===== src/rtl/core/swlt_pkg.sv =====
// Shared types, constants and helpers for the single-wire level transmitter.
package swlt_pkg;

	// Width of the phase timer.
	localparam int COUNT_BITS = 12;
	localparam int COUNT_MAX  = (1 << COUNT_BITS) - 1;

	// Configuration register file geometry.
	localparam int CFG_BITS     = 12;
	localparam int NUM_REGS     = 7;
	localparam int CFG_IDX_BITS = 3;

	// Configuration register indexes.
	localparam logic [CFG_IDX_BITS-1:0] REG_MODE_HIGH   = 3'd0;
	localparam logic [CFG_IDX_BITS-1:0] REG_MODE_DETECT = 3'd1;
	localparam logic [CFG_IDX_BITS-1:0] REG_START       = 3'd2;
	localparam logic [CFG_IDX_BITS-1:0] REG_SHORT       = 3'd3;
	localparam logic [CFG_IDX_BITS-1:0] REG_LONG        = 3'd4;
	localparam logic [CFG_IDX_BITS-1:0] REG_END_LOW     = 3'd5;
	localparam logic [CFG_IDX_BITS-1:0] REG_END_HIGH    = 3'd6;

	// Reset values of the configuration registers.
	localparam logic [CFG_BITS-1:0] RST_MODE_HIGH   = 12'd150;
	localparam logic [CFG_BITS-1:0] RST_MODE_DETECT = 12'd270;
	localparam logic [CFG_BITS-1:0] RST_START       = 12'd5;
	localparam logic [CFG_BITS-1:0] RST_SHORT       = 12'd5;
	localparam logic [CFG_BITS-1:0] RST_LONG        = 12'd20;
	localparam logic [CFG_BITS-1:0] RST_END_LOW     = 12'd10;
	localparam logic [CFG_BITS-1:0] RST_END_HIGH    = 12'd350;

	// Item kinds carried on tuser.
	localparam logic KIND_TICK = 1'b0;
	localparam logic KIND_CMD  = 1'b1;

	// Waveform phases.
	typedef enum logic [2:0] {
		PH_IDLE      = 3'd0,
		PH_MODE_HIGH = 3'd1,
		PH_MODE_LOW  = 3'd2,
		PH_START     = 3'd3,
		PH_BIT_LOW   = 3'd4,
		PH_BIT_HIGH  = 3'd5,
		PH_END_LOW   = 3'd6,
		PH_END_HIGH  = 3'd7
	} phase_t;

	// Phase durations as seen by the timer, already clamped to a legal range.
	typedef struct packed {
		logic [COUNT_BITS-1:0] mode_high;
		logic [COUNT_BITS-1:0] mode_detect;
		logic [COUNT_BITS-1:0] start;
		logic [COUNT_BITS-1:0] short_len;
		logic [COUNT_BITS-1:0] long_len;
		logic [COUNT_BITS-1:0] end_low;
		logic [COUNT_BITS-1:0] end_high;
	} dur_t;

	// A zero duration counts as one tick; a value beyond the timer saturates.
	function automatic logic [COUNT_BITS-1:0] sat_dur(input logic [CFG_BITS-1:0] v);
		logic [31:0] w;
		w = 32'(v);
		if (w == 32'd0) begin
			w = 32'd1;
		end else if (w > 32'(COUNT_MAX)) begin
			w = 32'(COUNT_MAX);
		end
		return w[COUNT_BITS-1:0];
	endfunction

endpackage


===== src/rtl/core/swlt_cfg.sv =====
// Configuration register file holding the phase durations of the waveform.
module swlt_cfg (
	input  logic                                 clk,
	input  logic                                 arst_n,
	input  logic                                 cfg_we,
	input  logic [swlt_pkg::CFG_IDX_BITS-1:0]    cfg_index,
	input  logic [swlt_pkg::CFG_BITS-1:0]        cfg_data,
	output swlt_pkg::dur_t                       dur
);

	logic [swlt_pkg::CFG_BITS-1:0] mode_high_q;
	logic [swlt_pkg::CFG_BITS-1:0] mode_detect_q;
	logic [swlt_pkg::CFG_BITS-1:0] start_q;
	logic [swlt_pkg::CFG_BITS-1:0] short_q;
	logic [swlt_pkg::CFG_BITS-1:0] long_q;
	logic [swlt_pkg::CFG_BITS-1:0] end_low_q;
	logic [swlt_pkg::CFG_BITS-1:0] end_high_q;

	// Register writes; an index past the last register is dropped.
	always_ff @(posedge clk or negedge arst_n) begin
		if (!arst_n) begin
			mode_high_q   <= swlt_pkg::RST_MODE_HIGH;
			mode_detect_q <= swlt_pkg::RST_MODE_DETECT;
			start_q       <= swlt_pkg::RST_START;
			short_q       <= swlt_pkg::RST_SHORT;
			long_q        <= swlt_pkg::RST_LONG;
			end_low_q     <= swlt_pkg::RST_END_LOW;
			end_high_q    <= swlt_pkg::RST_END_HIGH;
		end else if (cfg_we) begin
			case (cfg_index)
				swlt_pkg::REG_MODE_HIGH:   mode_high_q   <= cfg_data;
				swlt_pkg::REG_MODE_DETECT: mode_detect_q <= cfg_data;
				swlt_pkg::REG_START:       start_q       <= cfg_data;
				swlt_pkg::REG_SHORT:       short_q       <= cfg_data;
				swlt_pkg::REG_LONG:        long_q        <= cfg_data;
				swlt_pkg::REG_END_LOW:     end_low_q     <= cfg_data;
				swlt_pkg::REG_END_HIGH:    end_high_q    <= cfg_data;
				default: ;
			endcase
		end
	end

	// Clamp each register into the range the timer can count.
	always_comb begin
		dur.mode_high   = swlt_pkg::sat_dur(mode_high_q);
		dur.mode_detect = swlt_pkg::sat_dur(mode_detect_q);
		dur.start       = swlt_pkg::sat_dur(start_q);
		dur.short_len   = swlt_pkg::sat_dur(short_q);
		dur.long_len    = swlt_pkg::sat_dur(long_q);
		dur.end_low     = swlt_pkg::sat_dur(end_low_q);
		dur.end_high    = swlt_pkg::sat_dur(end_high_q);
	end

endmodule


===== src/rtl/core/single_wire_level_transmitter_unit.sv =====
// Top level of the single-wire level transmitter: waveform sequencer and result register.
//
//  Channel   Direction  Payload
//  s_*       in         tdata = level[7:0]; tuser = kind (0 tick, 1 command)
//  m_*       out        tdata = line_level, busy_res, rejected, zero fill to 8 bits
//  cfg_*     in         write enable, register index 0..6, 12-bit value
//
// One transaction is taken every cycle while s_tready is high; its result is
// registered and shows on m_* in the next cycle. The sequencer state updates in the
// cycle of acceptance, so the next item sees it immediately. s_tready is low only
// while a result waits and m_tready is low. Reset puts the line high, wire mode set, phase idle.
module single_wire_level_transmitter_unit (
	input  logic                              clk,
	input  logic                              arst_n,
	input  logic                              s_tvalid,
	output logic                              s_tready,
	input  logic [7:0]                        s_tdata,   // [7:0] level
	input  logic                              s_tuser,   // [0] kind
	output logic                              m_tvalid,
	input  logic                              m_tready,
	output logic [7:0]                        m_tdata,   // [0] line_level, [1] busy_res, [2] rejected
	input  logic                              cfg_we,
	input  logic [swlt_pkg::CFG_IDX_BITS-1:0] cfg_index,
	input  logic [swlt_pkg::CFG_BITS-1:0]     cfg_data
);

	swlt_pkg::dur_t dur;

	swlt_pkg::phase_t                  phase_q, phase_n;
	logic [swlt_pkg::COUNT_BITS-1:0]   cnt_q, cnt_n, cnt_inc, len;
	logic [2:0]                        bit_q, bit_n;
	logic [7:0]                        shift_q, shift_n;
	logic                              mode_q, mode_n;
	logic                              line_q, line_n;
	logic                              rej_n;
	logic                              cur_bit;
	logic                              accept;

	logic                              m_valid_q;
	logic [7:0]                        m_data_q;

	swlt_cfg u_cfg (
		.clk       (clk),
		.arst_n    (arst_n),
		.cfg_we    (cfg_we),
		.cfg_index (cfg_index),
		.cfg_data  (cfg_data),
		.dur       (dur)
	);

	// Take a new transaction whenever the result register is free or draining.
	assign s_tready = !m_valid_q || m_tready;
	assign accept   = s_tvalid && s_tready;
	assign m_tvalid = m_valid_q;
	assign m_tdata  = m_data_q;

	// Current data bit, MSB first, and the length of the current phase.
	assign cur_bit = shift_q[3'd7 - bit_q];
	assign cnt_inc = cnt_q + swlt_pkg::COUNT_BITS'(1);

	always_comb begin
		case (phase_q)
			swlt_pkg::PH_MODE_HIGH: len = dur.mode_high;
			swlt_pkg::PH_MODE_LOW:  len = dur.mode_detect;
			swlt_pkg::PH_START:     len = dur.start;
			swlt_pkg::PH_BIT_LOW:   len = cur_bit ? dur.short_len : dur.long_len;
			swlt_pkg::PH_BIT_HIGH:  len = cur_bit ? dur.long_len : dur.short_len;
			swlt_pkg::PH_END_LOW:   len = dur.end_low;
			default:                len = dur.end_high;
		endcase
	end

	// Next-state logic for one accepted transaction.
	always_comb begin
		phase_n = phase_q;
		cnt_n   = cnt_q;
		bit_n   = bit_q;
		shift_n = shift_q;
		mode_n  = mode_q;
		line_n  = line_q;
		rej_n   = 1'b0;
		if (s_tuser == swlt_pkg::KIND_CMD) begin
			if (phase_q != swlt_pkg::PH_IDLE) begin
				rej_n = 1'b1;
			end else if (s_tdata == 8'd0) begin
				line_n = 1'b0;
				mode_n = 1'b0;
			end else begin
				shift_n = s_tdata;
				bit_n   = 3'd0;
				cnt_n   = '0;
				line_n  = 1'b1;
				phase_n = mode_q ? swlt_pkg::PH_START : swlt_pkg::PH_MODE_HIGH;
			end
		end else if (phase_q != swlt_pkg::PH_IDLE) begin
			cnt_n = cnt_inc;
			if (cnt_inc >= len) begin
				cnt_n = '0;
				case (phase_q)
					swlt_pkg::PH_MODE_HIGH: begin
						phase_n = swlt_pkg::PH_MODE_LOW;
						line_n  = 1'b0;
					end
					swlt_pkg::PH_MODE_LOW: begin
						phase_n = swlt_pkg::PH_START;
						line_n  = 1'b1;
					end
					swlt_pkg::PH_START: begin
						phase_n = swlt_pkg::PH_BIT_LOW;
						line_n  = 1'b0;
					end
					swlt_pkg::PH_BIT_LOW: begin
						phase_n = swlt_pkg::PH_BIT_HIGH;
						line_n  = 1'b1;
					end
					swlt_pkg::PH_BIT_HIGH: begin
						line_n = 1'b0;
						if (bit_q == 3'd7) begin
							phase_n = swlt_pkg::PH_END_LOW;
						end else begin
							bit_n   = bit_q + 3'd1;
							phase_n = swlt_pkg::PH_BIT_LOW;
						end
					end
					swlt_pkg::PH_END_LOW: begin
						phase_n = swlt_pkg::PH_END_HIGH;
						line_n  = 1'b1;
					end
					default: begin
						phase_n = swlt_pkg::PH_IDLE;
						line_n  = 1'b1;
						mode_n  = 1'b1;
					end
				endcase
			end
		end
	end

	// Sequencer state registers.
	always_ff @(posedge clk or negedge arst_n) begin
		if (!arst_n) begin
			phase_q <= swlt_pkg::PH_IDLE;
			cnt_q   <= '0;
			bit_q   <= 3'd0;
			shift_q <= 8'd0;
			mode_q  <= 1'b1;
			line_q  <= 1'b1;
		end else if (accept) begin
			phase_q <= phase_n;
			cnt_q   <= cnt_n;
			bit_q   <= bit_n;
			shift_q <= shift_n;
			mode_q  <= mode_n;
			line_q  <= line_n;
		end
	end

	// Result register.
	always_ff @(posedge clk or negedge arst_n) begin
		if (!arst_n) begin
			m_valid_q <= 1'b0;
		end else if (accept) begin
			m_valid_q <= 1'b1;
		end else if (m_tready) begin
			m_valid_q <= 1'b0;
		end
	end

	always_ff @(posedge clk) begin
		if (accept) begin
			m_data_q <= {5'd0, rej_n, (phase_n != swlt_pkg::PH_IDLE), line_n};
		end
	end

endmodule


===== config.mk =====
export PLATFORM = sky130hd
export DESIGN_NAME = single_wire_level_transmitter_unit
export DESIGN_NICKNAME = d
export VERILOG_FILES = /design/src/rtl/core/swlt_pkg.sv /design/src/rtl/core/swlt_cfg.sv /design/src/rtl/core/single_wire_level_transmitter_unit.sv
export SDC_FILE = /design/constraint.sdc
export NUM_CORES = 1
export LEC_CHECK = 0
export BUFFER_PORTS_ARGS = -buffer_cell sky130_fd_sc_hd__buf_2
export CAP_MARGIN = 0
export CORE_MARGIN = 4
export CORE_UTILIZATION = 25
export DETAILED_ROUTE_END_ITERATION = 8
export PLACE_DENSITY = 0.4
export SLEW_MARGIN = 20
export SYNTH_ARGS = -nofsm -noshare
export SYNTH_HDL_FRONTEND = slang
export SYNTH_SLANG_ARGS = --single-unit

===== constraint.sdc =====
create_clock -name clk -period 5.9 [get_ports clk]
set_clock_uncertainty 0.1 [all_clocks]
set_input_delay 0.59 -clock clk [delete_from_list [all_inputs] [get_ports clk]]
set_output_delay 0.59 -clock clk [all_outputs]
set_load 0.03 [all_outputs]

==> impl_metrics.py, run 1 <==
metrics = {
    "floorplanning": {
        "core_area_mm2": 0.0237,
        "die_area_mm2": 0.0269,
        "num_rows": 56,
        "start_util_pct": 25.7,
        "chipHeight_um": 164,
        "io_pins": 39,
        "die_w_um": 164,
    },
    "yosys": {
        "synthXorXnorAreaFrac_pct": 1.85,
        "synth-edff-count": 3,
        "synth_warnings": 0,
        "syn_area_per_cell_um2": 11.8,
        "synth_ff_type": "dfrtp_1",
        "synthCells": 515,
        "ys_types": 61,
        "synth_seq_area_share_pct": 48.5,
        "muxShareOfSynthArea_pct": 21.3,
        "synth_area_mm2": 0.00608,
        "synth_compound_area_share_pct": 12.1,
        "async_flop_share_pct": 97.4,
        "yosys.area_share.simple_pct": 9.67,
        "synth_fa_ha_area_share_pct": 3.29,
        "synth-seq-cells": 116,
        "synth_top_family_by_area": "multiplexers",
    },
    "clock_network": {
        "post_cts_buffers": 0,
        "h-tree-depth": 4,
        "clock_path_buffers": 2,
        "cts-buffers-inserted": 17,
        "cts_hold_buf": 0,
        "cts_root_buffer": "clkbuf_16",
        "cts.clk_slew.worst_paths_ns": 0.05,
        "cts_sinks": 116,
        "clk_latency_ns": 0.42,
        "cts_tree": "built",
        "cts_resized": 0,
    },
    "critical_path": {
        "critPathMaxStageDelay_ns": 0.86,
        "path_class": "reg -> reg",
        "r2r-start": "phase_q[0]",
        "cp.required_ns": 6.02,
        "reg2reg_setup_slack_ns": 1.27,
        "cp.arrival_ns": 4.75,
        "cp-start-kind": "flip-flop",
        "critPathMaxFanout": 27,
        "path_cells": "inv_2 -> xnor2_2 -> a311oi_1 -> a211o_1 -> a21oi_1 -> ha_1 -> nand2b_1 -> a2111o_1 -> a211oi_1 -> nor2b_1 -> buf_4 -> nor3_1 -> o32ai_1",
        "rr_endpoint": "m_tdata[0]",
        "worstSetupEndpointType": "flip-flop",
        "r2r_cells": 13,
        "cp_slowest_cell": "dfrtp_1",
    },
    "routing": {
        "drt-total-wl_mm": 17.5,
        "vias": 4364,
        "firstDrtPassIters": 4,
        "vias_per_cell": 4.99,
        "drc": 0,
        "ant_nets": 0,
        "routedWlPerCell_um": 20.0,
        "drtIter0Drc": 297,
    },
    "flow_run": {
        "cap_viol_max_count": 0,
    },
    "pwr": {
        "p_comb_share_pct": 20.4,
        "p_int_mw": 1.92,
        "ir_worst_vdd_mv": 0.163,
        "pwr-share-clk_pct": 38.3,
        "seq_power_share_pct": 41.3,
        "pwr_density_cell_mw_per_mm2": 381,
        "power_switching_mw": 0.804,
        "static-leakage-power_nw": 2.92,
        "p_sw_share_pct": 29.5,
    },
    "layout": {
        "drive_gt1_share_pct": 36.5,
        "antenna_cells": 0,
        "syn_to_final_growth_pct": 17.6,
        "nNetsFinal": 588,
    },
    "grt": {
        "antenna_found_initial": 2,
        "grt_pass1_vias": 4642,
        "grt-ovfl-total": 0,
        "grt_pass1_wl_mm": 27.6,
        "grt_max_degree": 66,
        "grtUsageTotal_pct": 13.7,
    },
    "sta": {
        "setup_violations": 0,
        "fin_crit_sh_pct": 78.4,
        "hold_viol": 0,
        "max_freq_mhz": 216,
        "tightest_slew_ns": 1.05,
        "rsz0062_at_grt": "false",
        "whs_ns": 0.184,
        "fin_crit_ns": 4.63,
        "timing_max_transition_violations_final": 0,
        "fin_setup_tns_ns": 0,
        "worst_slack_ns": 1.27,
        "max_slew_margin_pct": 29.9,
    },
    "placement": {
        "place_hpwl_mm": 12.8,
        "pre_cts_slack_ns": 1.35,
        "gp_congestion": 0.808,
        "numPortBuffers": 33,
    },
    "outcome": {
        "outcome": "completed",
    },
    "hold_path": {
        "hp-class": "in -> async",
    },
}
power by group through the flow:
| stage | Sequential [mW] | Clock (mW) | Combinational (mW) |
|---|---|---|---|
| after floorplan | 1.07 | 0 | 0.409 |
| after CTS | 1.13 | 1.07 | 0.561 |
| final | 1.13 | 1.05 | 0.555 |
| after detailed placement | 1.14 | 0 | 0.558 |
| after global placement | 1.14 | 0 | 0.549 |
| after global routing | 1.15 | 1.11 | 0.619 |
cell type report:
| cell class | instances | area, um2 |
|---|---|---|
| fill | 2465 | 16500 |
| sequential | 116 | 2950 |
| clock buffer | 22 | 464 |
| clock inverter | 10 | 133 |
| tap | 319 | 399 |
| multi-input combinational | 362 | 2970 |
| inverter | 8 | 30.0 |
| timing repair buffer | 38 | 205 |
how the worst max path moves through the flow:
stage	from	endpoint	cells after the start
after floorplan	bit_q[0]	bit_q[0]	14
after global placement	phase_q[0]	bit_q[0]	13
after detailed placement	phase_q[0]	m_tdata[0]	13
after CTS	phase_q[0]	m_tdata[0]	13
after global routing	phase_q[0]	m_tdata[0]	13
final	phase_q[0]	m_tdata[0]	13
synthesized netlist by cell type, drive strengths merged, types with 2 or more instances:
| cell | count | area share (%) |
|---|---|---|
| mux2i | 7 | 1.2 |
| mux4 | 2 | 0.86 |
| nor2 | 20 | 1.4 |
| ha | 16 | 3.3 |
| o21ai | 21 | 1.7 |
| buf | 17 | 1.7 |
| a31oi | 6 | 0.62 |
| nand3 | 16 | 1.3 |
| clkbuf | 16 | 0.99 |
| mux2 | 103 | 19 |
| nor3 | 12 | 0.99 |
| a211oi | 2 | 0.25 |
| dfrtp | 89 | 37 |
| xnor2 | 7 | 1.1 |
| nand2 | 19 | 1.2 |
| a311oi | 4 | 0.58 |
| or4 | 2 | 0.25 |
| o22ai | 11 | 1.1 |
| edfxtp | 3 | 1.5 |
| nor4 | 18 | 1.9 |
| nand4 | 3 | 0.31 |
| o22a | 4 | 0.58 |
| xor2 | 5 | 0.72 |
| o311ai | 4 | 0.58 |
| o211ai | 5 | 0.62 |
| nand2b | 5 | 0.51 |
| nor3b | 3 | 0.37 |
| a22o | 3 | 0.43 |
| a32o | 10 | 1.6 |
| and3 | 5 | 0.51 |
| o21a | 4 | 0.49 |
| a221oi | 3 | 0.43 |
| a21oi | 22 | 1.8 |
| inv | 7 | 0.43 |
| nand4b | 3 | 0.43 |
| dfstp | 24 | 10 |
sequential cells by signal, summed over array words and instances (netlist names), 3 cells and up:
signal and cells:
u_cfg.end_high_q 12, u_cfg.mode_detect_q 12, cnt_q 12, phase_q 3, bit_q 3, u_cfg.start_q 12, shift_q 8, u_cfg.long_q 12
m_tdata 3, u_cfg.short_q 12, u_cfg.end_low_q 12, u_cfg.mode_high_q 12
cells in the final DEF, fill, tap and decap left out, drive strengths merged, types with 10 or more instances in the layout:
cell    count
o22ai      11
a32o       10
dfstp      24
mux2      103
o21ai      21
nor2       20
clkbuf     22
nor3       12
nand2      19
ha         16
a21oi      22
dfrtp      89
nand3      16
nor4       18
buf        38
worst max-delay path, delay by kind of cell (launching register included):
| family | cells | cell delay (ns) |
|---|---|---|
| AO/OA/AOI/OAI | 6 | 1.55 |
| flip-flops | 1 | 0.86 |
| XOR/XNOR | 1 | 0.75 |
| buffers and inverters | 2 | 0.51 |
| AND/OR/NAND/NOR | 3 | 0.40 |
| adder cells (fa/ha/maj) | 1 | 0.25 |
cell families (layout without fill, tap and decap cells):
kind of cell,after synthesis,after routing
compound gates,107,107
xor+xnor,12,12
fa+ha+maj,16,16
buf+inv,41,78
flops,116,116
mux,112,112
other cells,1,5
simple gates,110,110
metal layers:
metal / track usage, % / part of all wire (%)
met2: 22.7 / 48
met1: 18.4 / 46
met5: 0 / 0
met4: 4.35 / 1.5
met3: 2.31 / 3.9
metrics by stage:
step	power, mW	cells	cell area (um2)	util (%)
floorplan	1.48	519	6090	-
global placement	1.69	843	6550	27.6
detailed placement	1.70	843	6550	27.6
CTS	2.76	875	7140	30.2
global route	2.87	875	7150	30.2
finish	2.73	875	7150	30.2
Power figures use the tool's default switching activity.
==> run 2, diff against run 1 <==
==> constraint.sdc (replaced) <==
create_clock -name clk -period 4.5 [get_ports clk]
set_clock_uncertainty 0.1 [all_clocks]
set_input_delay 0.45 -clock clk [delete_from_list [all_inputs] [get_ports clk]]
set_output_delay 0.45 -clock clk [all_outputs]
set_load 0.03 [all_outputs]
==> impl_metrics.py, run 2 (synthesis gave the netlist of run 1 again) <==
metrics = {
    "critical_path": {
        "crit_start": "bit_q[0]",
        "critPathMaxFanout": 19,
        "cp-start-kind": "flip-flop",
        "reg2reg_setup_slack_ns": 0.25,
        "r2r-start": "bit_q[0]",
        "endpoint": "m_tdata[0]",
        "r2r_cells": 14,
        "cp.arrival_ns": 4.37,
        "path_class": "reg -> reg",
        "rr_endpoint": "m_tdata[0]",
        "worstSetupEndpointType": "flip-flop",
        "cp.required_ns": 4.62,
    },
    "routing": {
        "firstDrtPassIters": 5,
        "routedWlPerCell_um": 19.7,
        "drtIter0Drc": 375,
        "drt-total-wl_mm": 17.5,
        "vias_per_cell": 4.99,
        "vias": 4424,
        "ant_nets": 0,
        "drc": 0,
    },
    "clock_network": {
        "h-tree-depth": 4,
        "cts.clk_slew.worst_paths_ns": 0.06,
        "cts_sinks": 116,
        "cts_root_buffer": "clkbuf_16",
        "cts_tree": "built",
        "clk_latency_ns": 0.41,
        "cts-buffers-inserted": 17,
        "clock_path_buffers": 2,
        "post_cts_buffers": 0,
    },
    "layout": {
        "antenna_cells": 0,
        "layout_common_cells": "101 x mux2_2, 89 x dfrtp_1, 32 x buf_2",
        "nNetsFinal": 600,
        "syn_to_final_growth_pct": 19.3,
        "final_common_cell": "mux2_2",
        "postLayoutCoreUtil_pct": 30.6,
        "drive_gt1_share_pct": 38.0,
    },
    "pwr": {
        "power_mw": 3.59,
        "static-leakage-power_nw": 2.98,
        "pwr_density_cell_mw_per_mm2": 495,
        "ir_worst_vdd_mv": 0.251,
    },
    "sta": {
        "worst_slack_ns": 0.250,
        "tightest_slew_ns": 1.04,
        "hold_viol": 0,
        "max_slew_margin_pct": 30.0,
        "timing_max_transition_violations_final": 0,
        "max_freq_mhz": 235,
        "fin_crit_ns": 4.25,
        "fin_crit_sh_pct": 94.4,
        "whs_ns": 0.142,
        "rsz0062_at_grt": "false",
        "setup_violations": 0,
        "fin_setup_tns_ns": 0,
    },
    "floorplanning": {
        "die_area_mm2": 0.0269,
        "io_pins": 39,
        "num_rows": 56,
        "die_w_um": 164,
        "start_util_pct": 25.7,
        "core_area_mm2": 0.0237,
        "chipHeight_um": 164,
    },
    "flow_run": {
        "cap_viol_max_count": 0,
    },
    "placement": {
        "place_hpwl_mm": 12.9,
        "gp_congestion": 0.845,
        "pre_cts_slack_ns": 0.221,
        "numPortBuffers": 33,
    },
    "grt": {
        "grtUsageTotal_pct": 13.5,
        "grt_pass1_vias": 4652,
        "antenna_found_initial": 0,
        "grt_max_degree": 45,
        "grt_pass1_wl_mm": 27.8,
        "grt-ovfl-total": 0,
    },
    "outcome": {
        "outcome": "completed",
    },
    "hold_path": {
        "hp-class": "in -> reg",
    },
}
[run 2: what timing repair did]
action	in CTS	in global routing
hold buffers	1	0
hold endpoints to repair	34	0
gates resized for setup	0	4
setup endpoints to repair	0	5
[run 2: area by class of cell]
class	count	area, um2
Sequential cell	116	2950
Multi-Input combinational cell	362	2990
Inverter	8	30.0
Fill cell	2478	16400
Timing Repair Buffer	50	298
Tap cell	319	399
Clock buffer	20	458
Clock inverter	12	129
[run 2: critical path, stage by stage, from the launching register on]
cell and delay, ns:
dfrtp_1 0.41, mux4_1 0.59, mux2i_2 0.29, xnor2_4 0.28
a311oi_1 0.10, a211o_1 0.29, a21oi_1 0.17, ha_1 0.24
nand2b_1 0.14, a2111o_1 0.40, a211oi_1 0.25, nor2b_1 0.18
buf_4 0.26, nor3_1 0.10, o32ai_1 0.25
[run 2: worst min path at each step]
stage / from / endpoint / depth (start not counted)
final: s_tvalid / m_tvalid / 2
after global routing: s_tvalid / m_tvalid / 2
after CTS: s_tvalid / m_tvalid / 2
after detailed placement: shift_q[1] / shift_q[1] / 1
after global placement: shift_q[2] / shift_q[2] / 1
after floorplan: arst_n / bit_q[0] / 0
[run 2: per-stage QoR]
stage          cell area, um2  std cells
2_1_floorplan            6090        519
3_3_place_gp             6630        854
3_5_place_dp             6630        854
4_1_cts                  7230        887
5_1_grt                  7250        887
6_report                 7250        887
[run 2: metal layers]
layer	GRT usage, %	wire, um	vias up
met2	22.5	8470	90
met4	3.70	269	0
met1	18.1	8230	2267
li1	-	-	2048
met3	2.48	482	19
met5	0	0	-
[run 2: report_power, final]
| part | leakage [nW] | internal [mW] | switching [mW] | total (mW) |
|---|---|---|---|---|
| sequential | 1.38 | 1.28 | 0.213 | 1.50 |
| clock | 0.281 | 0.846 | 0.502 | 1.35 |
| combinational | 1.32 | 0.366 | 0.376 | 0.742 |
| total | 2.98 | 2.50 | 1.09 | 3.59 |
